File: config.mk
export PLATFORM = sky130hd
export DESIGN_NAME = decimal_text_to_fixed
export DESIGN_NICKNAME = d
export VERILOG_FILES = /design/src/dtf_pkg.sv /design/src/dtf_front.sv /design/src/dtf_queue.sv /design/src/dtf_back.sv /design/src/decimal_text_to_fixed.sv
export SDC_FILE = /design/constraint.sdc
export NUM_CORES = 1
export LEC_CHECK = 0
export BUFFER_PORTS_ARGS = -buffer_cell sky130_fd_sc_hd__buf_2
export CELL_PAD_IN_SITES_DETAIL_PLACEMENT = 1
export CELL_PAD_IN_SITES_GLOBAL_PLACEMENT = 1
export CORE_MARGIN = 2
export CORE_UTILIZATION = 45
export DETAILED_ROUTE_END_ITERATION = 10
export PLACE_DENSITY_LB_ADDON = 0.3
export RECOVER_POWER = 50
export SLEW_MARGIN = 20
export SYNTH_ARGS = -nofsm -noshare
export SYNTH_HDL_FRONTEND = slang
export SYNTH_HIERARCHICAL = 1
export SYNTH_SLANG_ARGS = --single-unit
File: constraint.sdc
create_clock -name i_clk -period 18.5 [get_ports i_clk]
set_clock_uncertainty 0.1 [all_clocks]
set_input_delay 3.7 -clock i_clk [delete_from_list [all_inputs] [get_ports i_clk]]
set_output_delay 3.7 -clock i_clk [all_outputs]
set_load 0.01 [all_outputs]
File: src/dtf_pkg.sv
// ---------------------------------------------------------------------------
// dtf_pkg
// Shared types, codes and constants of the decimal text to fixed point block.
// ---------------------------------------------------------------------------
`default_nettype none

package dtf_pkg;

    localparam int CHAR_W    = 8;
    localparam int DIGIT_W   = 4;
    localparam int VALUE_W   = 64;
    localparam int STATUS_W  = 2;
    localparam int Q_DEPTH   = 2;

    localparam int INT_BITS_DEF        = 31;
    localparam int FRAC_BITS_DEF       = 32;
    localparam int MAX_FRAC_DIGITS_DEF = 9;

    localparam logic [CHAR_W-1:0] CH_NUL   = 8'd0;
    localparam logic [CHAR_W-1:0] CH_MINUS = 8'd45;
    localparam logic [CHAR_W-1:0] CH_POINT = 8'd46;
    localparam logic [CHAR_W-1:0] CH_ZERO  = 8'd48;
    localparam logic [CHAR_W-1:0] CH_NINE  = 8'd57;

    typedef enum logic [STATUS_W-1:0] {
        ST_OK    = 2'd0,
        ST_PARSE = 2'd1,
        ST_NUL   = 2'd2,
        ST_OVF   = 2'd3
    } t_status;

    // character class decided by the front end
    typedef enum logic [2:0] {
        CLS_SKIP  = 3'd0,
        CLS_SIGN  = 3'd1,
        CLS_DIGIT = 3'd2,
        CLS_POINT = 3'd3,
        CLS_NUL   = 3'd4,
        CLS_BAD   = 3'd5
    } t_cls;

    typedef struct packed {
        t_cls               cls;
        logic [DIGIT_W-1:0] digit;
        logic               last;
    } t_q_entry;

    // floor(2^frac_bits / 10^k), by repeated floor division by ten
    function automatic logic [VALUE_W-1:0] frac_weight(input int frac_bits, input int k);
        logic [VALUE_W-1:0] w;
        w = VALUE_W'(1) << frac_bits;
        for (int i = 0; i < k; i++) begin
            w = w / 10;
        end
        return w;
    endfunction

endpackage

`default_nettype wire

File: src/dtf_front.sv
// ---------------------------------------------------------------------------
// dtf_front
// Accepts characters, tracks the start of each number and classifies them.
// ---------------------------------------------------------------------------
`default_nettype none

module dtf_front (
    input  wire logic                            i_clk,
    input  wire logic                            i_rst_n,
    input  wire logic                            i_valid,
    output logic                                 o_ready,
    input  wire logic [dtf_pkg::CHAR_W-1:0]      i_char_code,
    input  wire logic                            i_char_valid,
    input  wire logic                            i_last_char,
    input  wire logic                            i_q_room,
    output logic                                 o_push,
    output dtf_pkg::t_q_entry                    o_entry
);

    logic r_at_start;
    logic n_at_start;
    logic w_is_digit;

    assign o_ready = i_q_room;
    assign o_push  = i_valid && i_q_room;

    assign w_is_digit = (i_char_code >= dtf_pkg::CH_ZERO) && (i_char_code <= dtf_pkg::CH_NINE);

    always_comb begin
        o_entry.last  = i_last_char;
        o_entry.digit = dtf_pkg::DIGIT_W'(i_char_code - dtf_pkg::CH_ZERO);
        if (!i_char_valid) begin
            o_entry.cls = dtf_pkg::CLS_SKIP;
        end else if (r_at_start && i_char_code == dtf_pkg::CH_MINUS) begin
            o_entry.cls = dtf_pkg::CLS_SIGN;
        end else if (i_char_code == dtf_pkg::CH_NUL) begin
            o_entry.cls = dtf_pkg::CLS_NUL;
        end else if (w_is_digit) begin
            o_entry.cls = dtf_pkg::CLS_DIGIT;
        end else if (i_char_code == dtf_pkg::CH_POINT) begin
            o_entry.cls = dtf_pkg::CLS_POINT;
        end else begin
            o_entry.cls = dtf_pkg::CLS_BAD;
        end
    end

    always_comb begin
        n_at_start = r_at_start;
        if (o_push) begin
            if (i_last_char) begin
                n_at_start = 1'b1;
            end else if (i_char_valid) begin
                n_at_start = 1'b0;
            end
        end
    end

    always_ff @(posedge i_clk) begin
        if (!i_rst_n) begin
            r_at_start <= 1'b1;
        end else begin
            r_at_start <= n_at_start;
        end
    end

endmodule

`default_nettype wire

File: src/dtf_queue.sv
// ---------------------------------------------------------------------------
// dtf_queue
// Short queue of classified characters between front end and back end.
// ---------------------------------------------------------------------------
`default_nettype none

module dtf_queue (
    input  wire logic              i_clk,
    input  wire logic              i_rst_n,
    input  wire logic              i_push,
    input  wire dtf_pkg::t_q_entry i_entry,
    output logic                   o_room,
    input  wire logic              i_pop,
    output logic                   o_valid,
    output dtf_pkg::t_q_entry      o_entry
);

    localparam int PTR_W = (dtf_pkg::Q_DEPTH > 1) ? $clog2(dtf_pkg::Q_DEPTH) : 1;
    localparam int CNT_W = $clog2(dtf_pkg::Q_DEPTH + 1);

    dtf_pkg::t_q_entry r_slot [dtf_pkg::Q_DEPTH];
    logic [PTR_W-1:0]  r_wr_ptr, n_wr_ptr;
    logic [PTR_W-1:0]  r_rd_ptr, n_rd_ptr;
    logic [CNT_W-1:0]  r_count, n_count;
    logic              w_push, w_pop;

    assign o_room  = (r_count < CNT_W'(dtf_pkg::Q_DEPTH));
    assign o_valid = (r_count != '0);
    assign o_entry = r_slot[r_rd_ptr];
    assign w_push  = i_push && o_room;
    assign w_pop   = i_pop && o_valid;

    always_comb begin
        n_wr_ptr = r_wr_ptr;
        n_rd_ptr = r_rd_ptr;
        n_count  = r_count;
        if (w_push) begin
            n_wr_ptr = (r_wr_ptr == PTR_W'(dtf_pkg::Q_DEPTH - 1)) ? '0 : r_wr_ptr + 1'b1;
        end
        if (w_pop) begin
            n_rd_ptr = (r_rd_ptr == PTR_W'(dtf_pkg::Q_DEPTH - 1)) ? '0 : r_rd_ptr + 1'b1;
        end
        if (w_push && !w_pop) begin
            n_count = r_count + 1'b1;
        end else if (w_pop && !w_push) begin
            n_count = r_count - 1'b1;
        end
    end

    always_ff @(posedge i_clk) begin
        if (!i_rst_n) begin
            r_wr_ptr <= '0;
            r_rd_ptr <= '0;
            r_count  <= '0;
        end else begin
            r_wr_ptr <= n_wr_ptr;
            r_rd_ptr <= n_rd_ptr;
            r_count  <= n_count;
        end
    end

    always_ff @(posedge i_clk) begin
        if (w_push) begin
            r_slot[r_wr_ptr] <= i_entry;
        end
    end

    a_count_bound: assert property (@(posedge i_clk) disable iff (!i_rst_n)
        r_count <= CNT_W'(dtf_pkg::Q_DEPTH))
        else $error("queue count above depth");

    a_count_track: assert property (@(posedge i_clk) disable iff (!i_rst_n)
        (w_push && !w_pop) |=> (r_count == $past(r_count) + 1'b1))
        else $error("queue count missed a request");

    a_ptr_gap: assert property (@(posedge i_clk) disable iff (!i_rst_n)
        (r_count == '0) |-> (r_wr_ptr == r_rd_ptr))
        else $error("empty queue with pointers apart");

endmodule

`default_nettype wire

File: src/dtf_back.sv
// ---------------------------------------------------------------------------
// dtf_back
// Applies classified characters to the number state and registers the result.
// ---------------------------------------------------------------------------
`default_nettype none

module dtf_back #(
    parameter int INT_BITS        = dtf_pkg::INT_BITS_DEF,
    parameter int FRAC_BITS       = dtf_pkg::FRAC_BITS_DEF,
    parameter int MAX_FRAC_DIGITS = dtf_pkg::MAX_FRAC_DIGITS_DEF
) (
    input  wire logic                          i_clk,
    input  wire logic                          i_rst_n,
    input  wire logic                          i_q_valid,
    input  wire dtf_pkg::t_q_entry             i_entry,
    output logic                               o_pop,
    output logic                               o_valid,
    input  wire logic                          i_ready,
    output logic [dtf_pkg::VALUE_W-1:0]        o_value,
    output logic [dtf_pkg::STATUS_W-1:0]       o_status
);

    localparam int VW    = dtf_pkg::VALUE_W;
    localparam int DW    = dtf_pkg::DIGIT_W;
    localparam int CNT_W = $clog2(MAX_FRAC_DIGITS + 1);
    localparam int TBL_N = 2 ** CNT_W;
    localparam logic [VW-1:0] SAT_MAG = (VW'(1) << (INT_BITS + FRAC_BITS)) - VW'(1);
    localparam logic [INT_BITS-1:0] INT_MAX = {INT_BITS{1'b1}};

    logic [INT_BITS-1:0]  r_int, n_int;
    logic [FRAC_BITS-1:0] r_frac, n_frac;
    logic [CNT_W-1:0]     r_cnt, n_cnt;
    logic                 r_point, n_point;
    logic                 r_neg, n_neg;
    dtf_pkg::t_status     r_st, n_st;

    logic                 r_out_valid;
    logic [VW-1:0]        r_value;
    dtf_pkg::t_status     r_status;

    logic [FRAC_BITS-1:0]   w_weight [TBL_N];
    logic [FRAC_BITS+DW-1:0] w_prod;
    logic [INT_BITS+DW-1:0]  w_int_next;
    logic                    w_halted;
    logic [VW-1:0]           w_mag;
    logic [VW-1:0]           w_value;

    // weight of fraction digit k+1 sits at entry k
    for (genvar k = 0; k < TBL_N; k++) begin : g_weight
        localparam logic [VW-1:0] WFULL = dtf_pkg::frac_weight(FRAC_BITS, k + 1);
        assign w_weight[k] = WFULL[FRAC_BITS-1:0];
    end

    assign w_prod = {{FRAC_BITS{1'b0}}, i_entry.digit} * {{DW{1'b0}}, w_weight[r_cnt]};
    assign w_int_next = ({{DW{1'b0}}, r_int} << 3) + ({{DW{1'b0}}, r_int} << 1)
                      + {{INT_BITS{1'b0}}, i_entry.digit};
    assign w_halted = (r_st == dtf_pkg::ST_PARSE) || (r_st == dtf_pkg::ST_NUL);

    // a last entry waits while the output register is still held
    assign o_pop = i_q_valid && (!i_entry.last || !r_out_valid || i_ready);

    always_comb begin
        n_int   = r_int;
        n_frac  = r_frac;
        n_cnt   = r_cnt;
        n_point = r_point;
        n_neg   = r_neg;
        n_st    = r_st;
        if (!w_halted) begin
            case (i_entry.cls)
                dtf_pkg::CLS_SIGN: begin
                    n_neg = 1'b1;
                end
                dtf_pkg::CLS_NUL: begin
                    n_st = dtf_pkg::ST_NUL;
                end
                dtf_pkg::CLS_BAD: begin
                    n_st = dtf_pkg::ST_PARSE;
                end
                dtf_pkg::CLS_POINT: begin
                    if (r_point) begin
                        n_st = dtf_pkg::ST_PARSE;
                    end else begin
                        n_point = 1'b1;
                    end
                end
                dtf_pkg::CLS_DIGIT: begin
                    if (r_point) begin
                        if (r_cnt < CNT_W'(MAX_FRAC_DIGITS)) begin
                            n_cnt  = r_cnt + 1'b1;
                            n_frac = r_frac + w_prod[FRAC_BITS-1:0];
                        end
                    end else if (|w_int_next[INT_BITS+DW-1:INT_BITS]) begin
                        n_int = INT_MAX;
                        n_st  = dtf_pkg::ST_OVF;
                    end else begin
                        n_int = w_int_next[INT_BITS-1:0];
                    end
                end
                default: begin
                end
            endcase
        end
    end

    always_comb begin
        case (n_st)
            dtf_pkg::ST_PARSE, dtf_pkg::ST_NUL: w_mag = '0;
            dtf_pkg::ST_OVF:                    w_mag = SAT_MAG;
            default: w_mag = (VW'(n_int) << FRAC_BITS) | VW'(n_frac);
        endcase
        w_value = n_neg ? (~w_mag + VW'(1)) : w_mag;
    end

    always_ff @(posedge i_clk) begin
        if (!i_rst_n) begin
            r_int       <= '0;
            r_frac      <= '0;
            r_cnt       <= '0;
            r_point     <= 1'b0;
            r_neg       <= 1'b0;
            r_st        <= dtf_pkg::ST_OK;
            r_out_valid <= 1'b0;
        end else begin
            if (o_pop && i_entry.last) begin
                r_int   <= '0;
                r_frac  <= '0;
                r_cnt   <= '0;
                r_point <= 1'b0;
                r_neg   <= 1'b0;
                r_st    <= dtf_pkg::ST_OK;
            end else if (o_pop) begin
                r_int   <= n_int;
                r_frac  <= n_frac;
                r_cnt   <= n_cnt;
                r_point <= n_point;
                r_neg   <= n_neg;
                r_st    <= n_st;
            end
            if (o_pop && i_entry.last) begin
                r_out_valid <= 1'b1;
            end else if (i_ready) begin
                r_out_valid <= 1'b0;
            end
        end
    end

    always_ff @(posedge i_clk) begin
        if (o_pop && i_entry.last) begin
            r_value  <= w_value;
            r_status <= n_st;
        end
    end

    assign o_valid  = r_out_valid;
    assign o_value  = r_value;
    assign o_status = r_status;

    a_err_zero: assert property (@(posedge i_clk) disable iff (!i_rst_n)
        (r_out_valid && (r_status == dtf_pkg::ST_PARSE || r_status == dtf_pkg::ST_NUL))
        |-> (r_value == '0))
        else $error("error result with nonzero value");

    a_ovf_sat: assert property (@(posedge i_clk) disable iff (!i_rst_n)
        (r_out_valid && r_status == dtf_pkg::ST_OVF)
        |-> (r_value == SAT_MAG || r_value == (~SAT_MAG + VW'(1))))
        else $error("overflow result not saturated");

    a_cnt_bound: assert property (@(posedge i_clk) disable iff (!i_rst_n)
        r_cnt <= CNT_W'(MAX_FRAC_DIGITS))
        else $error("fraction digit count past limit");

    a_clear_after_last: assert property (@(posedge i_clk) disable iff (!i_rst_n)
        (o_pop && i_entry.last) |=> (r_int == '0 && r_cnt == '0 && !r_point && !r_neg
                                      && r_st == dtf_pkg::ST_OK && r_out_valid))
        else $error("number state not cleared after last character");

endmodule

`default_nettype wire

File: src/decimal_text_to_fixed.sv
// ---------------------------------------------------------------------------
// decimal_text_to_fixed
// ASCII decimal text to signed fixed point, one character per request.
// ---------------------------------------------------------------------------
// One character is taken every clock cycle while the queue has room, and one
// result can leave every cycle. A character goes into a two-entry queue in the
// cycle it is taken and is applied to the number state when it is popped from
// the head of the queue; a final character loads the output register as it is
// popped, which raises o_valid. The per-character update is one times-ten
// shift-add on the integer part or one digit times weight product on the
// fraction part; the final character also adds the two's complement negate.
// No clearing pass follows reset.
`default_nettype none

module decimal_text_to_fixed #(
    parameter int INT_BITS        = dtf_pkg::INT_BITS_DEF,
    parameter int FRAC_BITS       = dtf_pkg::FRAC_BITS_DEF,
    parameter int MAX_FRAC_DIGITS = dtf_pkg::MAX_FRAC_DIGITS_DEF
) (
    input  wire logic                                 i_clk,
    input  wire logic                                 i_rst_n,
    input  wire logic                                 i_valid,
    output logic                                      o_ready,
    input  wire logic [dtf_pkg::CHAR_W-1:0]           i_char_code,
    input  wire logic                                 i_char_valid,
    input  wire logic                                 i_last_char,
    output logic                                      o_valid,
    input  wire logic                                 i_ready,
    output logic signed [dtf_pkg::VALUE_W-1:0]        o_value_fixed,
    output logic [dtf_pkg::STATUS_W-1:0]              o_status
);

    dtf_pkg::t_q_entry                w_push_entry;
    dtf_pkg::t_q_entry                w_head_entry;
    logic                             w_push;
    logic                             w_room;
    logic                             w_head_valid;
    logic                             w_pop;
    logic [dtf_pkg::VALUE_W-1:0]      w_value;

    dtf_front u_front (
        .i_clk        (i_clk),
        .i_rst_n      (i_rst_n),
        .i_valid      (i_valid),
        .o_ready      (o_ready),
        .i_char_code  (i_char_code),
        .i_char_valid (i_char_valid),
        .i_last_char  (i_last_char),
        .i_q_room     (w_room),
        .o_push       (w_push),
        .o_entry      (w_push_entry)
    );

    dtf_queue u_queue (
        .i_clk   (i_clk),
        .i_rst_n (i_rst_n),
        .i_push  (w_push),
        .i_entry (w_push_entry),
        .o_room  (w_room),
        .i_pop   (w_pop),
        .o_valid (w_head_valid),
        .o_entry (w_head_entry)
    );

    dtf_back #(
        .INT_BITS        (INT_BITS),
        .FRAC_BITS       (FRAC_BITS),
        .MAX_FRAC_DIGITS (MAX_FRAC_DIGITS)
    ) u_back (
        .i_clk     (i_clk),
        .i_rst_n   (i_rst_n),
        .i_q_valid (w_head_valid),
        .i_entry   (w_head_entry),
        .o_pop     (w_pop),
        .o_valid   (o_valid),
        .i_ready   (i_ready),
        .o_value   (w_value),
        .o_status  (o_status)
    );

    assign o_value_fixed = $signed(w_value);

endmodule

`default_nettype wire
==> results_dict.tcl, run 1 <==
set metrics [dict create \
    cts-root-buf "clkbuf_16" \
    preCtsSetupSlack_ns 10.19 \
    vias 16300 \
    synth_flop_cell "edfxtp_1" \
    wl_met3_um 3970 \
    place.gp.congestion 0.913 \
    gr-usage-all-layers 0.308 \
    worstSkewPairLatency_ns 0.47 \
    clock-sinks 160 \
    drtPass1Iterations 6 \
    layout-drive-gt1-share 0.0679 \
    cts_resized 0 \
    synth_edf_count 82 \
    worstPathArrival_ns 8.59 \
    finalCriticalPeriod_ns 8.40 \
    worstSetupPathType "flop to flop" \
    core_mm2 0.0376 \
    endpoint_kind "flop" \
    vias_per_cell 6.20 \
    p_leak_nw 7.66 \
    ctsHoldBuffers 0 \
    grt_pass1_vias 16400 \
    fillers 4622 \
    crit_chain "clkinv_1, ha_1, nor2b_1, a211oi_1, and2_1, fa_1, fa_1, inv_1, fa_1, inv_1, ha_1, nand4_2, or4_1, a21oi_1, mux2i_1, o311ai_1, buf_4, nor4_4, nand4bb_2, or4_1, or4_1, o221ai_1, nand2_1, o211ai_2" \
    wl_met2_um 26500 \
    synth_seq_cells 160 \
    cp_num_buf_inv 4 \
    setup_viol 0 \
    failed_checks "max-capacitance violations, max-slew violations" \
    top_layer "met4" \
    ys_types 109 \
    grt_pass1_wl_um 93500 \
    fin_ws_ns 10.10 \
    wl_um 59500 \
    drv_slew 69 \
    worst_pin_slew_ns 3.98 \
    postCtsSetupRepairBufs 0 \
    layout.nets 2316 \
    tns_ns 0 \
    yosys.area.top_type_share 0.144 \
    areaGrowthSynthToFinish_pct 6.68 \
    place_hpwl_um 45500 \
    htreeDepth 4 \
    relSlewSlack -1.65 \
    grt_max_degree 72 \
    max_clock_freq_ghz 0.119 \
    timing.final.crit_share 0.454 \
    utilization 0.486 \
    cts_tree "done" \
    die_w_um 199 \
    worst_path_max_delay_cell "or4_1" \
    critical_path.top_delay_family "simple AND/OR/NAND/NOR gates" \
    cp.required_ns 18.69 \
    synthArstFlopShare 0 \
    syn_area_per_cell_um2 8.08 \
    port_buffers 81 \
    peakVddDrop_mv 0.119 \
    rsz0062_at_grt "false" \
    run_status "finished with violations" \
    seq_area_frac_synth 0.235 \
    power_per_cell_area_mw_per_mm2 207 \
    synth_top_cells_by_area "edfxtp_1 14%, dfxtp_1 9.1%, fa_1 9.0%" \
    synth.cell_area_mm2 0.0171 \
    fp-row-count 71 \
    cp-start-kind "flop" \
    grt_antenna_before_repair 3 \
    ios 82 \
    drt-initial-drc-count 1058 \
    synth_largest_area_cell "edfxtp_1" \
    cts_buffers 17 \
    initial_core_util 0.455 \
    clkTransAtPathRegs_ns 0.08 \
    crit_path_max_fanout 13 \
    chipHeight_um 199 \
    ant_nets 0 \
    wl_per_cell_um 22.6 \
    yosys_warnings 6 \
    overflow 0 \
    clk_path_buf_depth 2 \
    max_cap_violations 1 \
    met1Wirelength_um 27400 \
    drc 0 \
    die_area_mm2 0.0396 \
    hold_viol 0 \
    netlist_instances 2119 \
    min-delay-path-class "flop to flop" \
    slowest_delay_ns 0.82 \
    syn_nets 2327 \
]
[per-layer routing]
layer,vias to the layer above,GRT usage
li1,7568,-
met1,8120,0.424
met2,527,0.477
met3,106,0.0682
met4,0,0.0995
met5,-,0
[per-stage QoR]
stage | power, mW | instances | hold slack, ns | instance area, µm²
6_report | 3.77 | 2633 | 0.381 | 18300
5_1_grt | 4.07 | 2632 | 0.389 | 18300
4_1_cts | 3.73 | 2632 | 0.380 | 18300
3_5_place_dp | 3.34 | 2600 | 0.369 | 17800
3_3_place_gp | 3.25 | 2600 | 0.344 | 17800
2_1_floorplan | 2.55 | 2119 | 0.336 | 17100
[cells in the mapped netlist, types with 7 or more instances]
master,count
a211o_1,14
a211oi_1,61
a21o_1,33
a21oi_1,165
a22oi_1,7
a31oi_1,21
and2_1,63
and3_1,25
buf_1,10
buf_2,32
buf_4,11
clkbuf_1,71
dfxtp_1,78
edfxtp_1,82
fa_1,77
ha_1,117
inv_1,161
mux2_1,10
mux2i_1,13
nand2_1,202
nand2b_1,18
nand3_1,36
nand3b_1,7
nand4_1,28
nor2_1,236
nor2b_1,10
nor3_1,45
nor4_1,13
o2111ai_1,7
o211ai_1,18
o21a_1,18
o21ai_0,121
o21ai_1,9
o31a_1,9
o31ai_1,16
or2_2,13
or3_1,20
or4_1,7
xnor2_1,41
xor2_1,30
[cell families (layout without fill, tap and decap cells)]
family / count (synthesis) / in the layout / synth area share
muxes: 29 / 29 / 0.0181
other: 0 / 1 / 0
buffers and inverters: 294 / 296 / 0.0719
and+or+nand+nor: 762 / 762 / 0.220
AOI/OAI and AO/OA: 608 / 608 / 0.241
xor gates and xnor gates: 72 / 72 / 0.0379
DFF: 160 / 160 / 0.235
adders and majority gates: 194 / 194 / 0.176
[cells in the final DEF (no fill, tap or decap), types with 13 or more instances in the layout]
cell type / count
nor2_1: 233
nand2_1: 202
a21oi_1: 165
inv_1: 161
o21ai_0: 121
ha_1: 117
edfxtp_1: 82
dfxtp_1: 78
fa_1: 77
clkbuf_1: 72
and2_1: 61
a211oi_1: 61
nor3_1: 45
xnor2_1: 41
nand3_1: 36
a21o_1: 33
xor2_1: 30
nand4_1: 28
and3_1: 24
a31oi_1: 21
or3_1: 20
buf_4: 19
o211ai_1: 18
o21a_1: 18
clkbuf_16: 17
nand2b_1: 17
o31ai_1: 15
a211o_1: 14
or2_2: 13
nor4_1: 13
mux2i_1: 13
[final cells by class]
type | count | area [µm²] | share of cell area
Sequential cell | 160 | 4020 | 0.220
Timing Repair Buffer | 101 | 463 | 0.0254
Antenna cell | 1 | 2.50 | 0.000137
Tap cell | 511 | 639 | 0.0350
Inverter | 163 | 612 | 0.0335
Clock inverter | 15 | 168 | 0.00918
Multi-Input combinational cell | 1665 | 11900 | 0.653
Clock buffer | 17 | 425 | 0.0233
[sequential cells by signal (all words and copies together) (netlist names), named ones only]
| signal | flops |
|---|---|
| u_back/r_point | 1 |
| u_back/r_neg | 1 |
| u_queue/r_slot | 16 |
| u_front/r_at_start | 1 |
| u_back/o_value | 64 |
| u_back/o_status | 2 |
| u_queue/r_count | 2 |
| u_back/r_cnt | 4 |
| u_queue/r_wr_ptr | 1 |
| u_back/r_frac | 32 |
| u_back/o_valid | 1 |
| u_queue/r_rd_ptr | 1 |
| u_back/r_int | 31 |
| u_back/r_st | 2 |
[worst register-to-register path: cells and delay by family (launching register included)]
family,cells,cell delay (ns)
and+or+nand+nor,9,3.38
DFF,1,0.46
adders and majority gates,5,2.36
muxes,1,0.21
buffers and inverters,4,0.68
AOI/OAI and AO/OA,5,1.03
[report_power, final]
| group | leakage (nW) | total, mW | internal, mW | switching [mW] |
|---|---|---|---|---|
| combinational | 5.96 | 2.80 | 0.911 | 1.89 |
| clock | 0.296 | 0.373 | 0.193 | 0.181 |
| sequential | 1.41 | 0.597 | 0.534 | 0.0635 |
| total | 7.66 | 3.77 | 1.64 | 2.13 |
[path summary, 6_finish.rpt]
check	start	endpoint	slack [ns]	cells past startpoint
worst max-delay path	u_back/r_cnt[0]	u_back/o_value[41]	10.10	24
worst min-delay path	u_back/r_frac[9]	u_back/r_frac[9]	0.38	2
worst max register to register	u_back/r_cnt[0]	u_back/o_value[41]	10.10	24
worst min register to register	u_back/r_frac[9]	u_back/r_frac[9]	0.38	2
(Power assumes the default switching activity.)
==> inputs of run 2 (changes only) <==
Clock period 18.5 ns to 8.3 ns, I/O delays scaled along.
==> run 2 against run 1 <==
The flow still finishes with violations (max-capacitance violations, max-slew violations); first-iteration DRC count up 12%; worst setup slack worse by 9.6 ns; clock power rose by 120%; wire length is 0.89% higher; sequential share of layout area is 0.091 points lower; design area is 0.45% higher; register-to-register slack got worse by 9.6 ns; largest power group unchanged; highest routed layer unchanged.
==> results_dict.tcl, run 2 (synthesis gave the netlist of run 1 again) <==
set metrics [dict create \
    run_status "finished with violations" \
    failed_checks "max-capacitance violations, max-slew violations" \
    grt_max_degree 69 \
    initial_core_util 0.455 \
    grt_pass1_wl_um 94600 \
    drt-initial-drc-count 1181 \
    timing.hold.ws_ns 0.367 \
    drc 0 \
    worstSkewPairLatency_ns 0.46 \
    tns_ns 0 \
    overflow 0 \
    htreeDepth 4 \
    layout.cells.non_filler 2644 \
    drtPass1Iterations 5 \
    crit_path_max_fanout 15 \
    grt_pass1_vias 16700 \
    fp-row-count 71 \
    worst_pin_slew_ns 3.93 \
    wl_um 60000 \
    setup_viol 0 \
    peakVddDrop_mv 0.291 \
    max_clock_freq_ghz 0.128 \
    layout-drive-gt1-share 0.0745 \
    drv_slew 69 \
    die_area_mm2 0.0396 \
    clk_path_buf_depth 2 \
    min-delay-path-class "flop to flop" \
    layout.nets 2329 \
    cp-start-kind "flop" \
    die_w_um 199 \
    ant_nets 0 \
    layout_commonest_cell "nor2_1" \
    cts_buffers 17 \
    vias 16400 \
    relSlewSlack -1.62 \
    hold_viol 0 \
    cts_tree "done" \
    diodes 0 \
    timing.final.crit_share 0.941 \
    grt_antenna_before_repair 2 \
    areaGrowthSynthToFinish_pct 7.16 \
    cp.required_ns 8.48 \
    postCtsSetupRepairBufs 0 \
    ios 82 \
    worstSetupPathType "flop to flop" \
    clkTransAtPathRegs_ns 0.07 \
    endpoint_kind "flop" \
    core_mm2 0.0376 \
    place.gp.congestion 0.939 \
    rsz0062_at_grt "false" \
    worstPathArrival_ns 7.99 \
    finalCriticalPeriod_ns 7.81 \
    wl_per_cell_um 22.7 \
    largest_reg_flops 64 \
    power_mw 8.41 \
    power_per_cell_area_mw_per_mm2 459 \
    cts-root-buf "clkbuf_16" \
    port_buffers 81 \
    p_leak_nw 7.69 \
    gr-usage-all-layers 0.308 \
    max_cap_violations 1 \
    chipHeight_um 199 \
    layout_common_cells "233 x nor2_1, 202 x nand2_1, 165 x a21oi_1" \
    vias_per_cell 6.22 \
    placed_cells 2613 \
    place_hpwl_um 46200 \
    clock-sinks 160 \
]
run 2: cell count changes in the layout (fill, tap and decap cells not counted), sizes merged:
cell	previous run	this run
diode	1	0
inv	170	167
buf	29	43
clkinvlp	0	3
clkinv	7	5
run 2: worst max-delay path, cell delays in order, from the launching register on:
cell and delay (ns):
dfxtp_2 0.50, inv_1 0.17, ha_1 0.32, nor2b_1 0.14, a211oi_2 0.31, and2_1 0.20
fa_1 0.44, fa_1 0.55, inv_1 0.05, fa_1 0.51, inv_1 0.05, ha_1 0.42
nand4_2 0.22, or4_1 0.59, a21oi_1 0.20, mux2i_1 0.20, o311ai_1 0.31, nor4_4 0.38
nand4bb_2 0.26, or4_1 0.80, or4_1 0.54, o221ai_1 0.16, nand2_1 0.09, o211ai_2 0.11
run 2: final cells by class:
cell class / count / area [µm²]
fillers: 4619 / 19200
multi-input cells: 1665 / 11900
flip-flops and latches: 160 / 4030
well taps: 511 / 639
inverters: 163 / 612
repair buffers: 114 / 562
clock buffers: 18 / 429
clock inverters: 13 / 130
run 2: path summary, 6_finish.rpt:
path                      from            endpoint  slack (ns)  cells after the start
max            u_back/r_cnt[1]  u_back/o_value[41]        0.49                     23
max reg2reg    u_back/r_cnt[1]  u_back/o_value[41]        0.49                     23
min          u_back/r_frac[15]   u_back/r_frac[15]        0.37                      2
min reg2reg  u_back/r_frac[15]   u_back/r_frac[15]        0.37                      2
run 2: timing repair:
item,4_1_cts,5_1_grt
hold endpoints to repair,0,0
hold buffers,0,0
setup endpoints to repair,0,29
resized for setup,0,4
run 2: layer usage:
layer | part of all wire | wire (µm) | track usage | vias to the layer above
met1 | 0.47 | 28000 | 0.435 | 8213
met5 | 0 | 0 | 0 | -
met3 | 0.065 | 3920 | 0.0488 | 66
met4 | 0.019 | 1150 | 0.0840 | 0
met2 | 0.45 | 26900 | 0.488 | 551
li1 | - | - | - | 7604
run 2: metrics by stage:
step                      cell area (µm²)  worst slack (ns)   util
after floorplan                     17100              1.04      -
after global placement              17900             0.585  0.475
after detailed placement            17900             0.289  0.475
after CTS                           18400             0.230  0.490
after global routing                18300            0.0247  0.488
final                               18300             0.488  0.488
run 2: power by group:
group / internal [mW] / switching [mW] / total (mW)
logic: 2.06 / 4.21 / 6.27
registers: 1.19 / 0.143 / 1.33
clock network: 0.419 / 0.389 / 0.808
total: 3.67 / 4.74 / 8.41
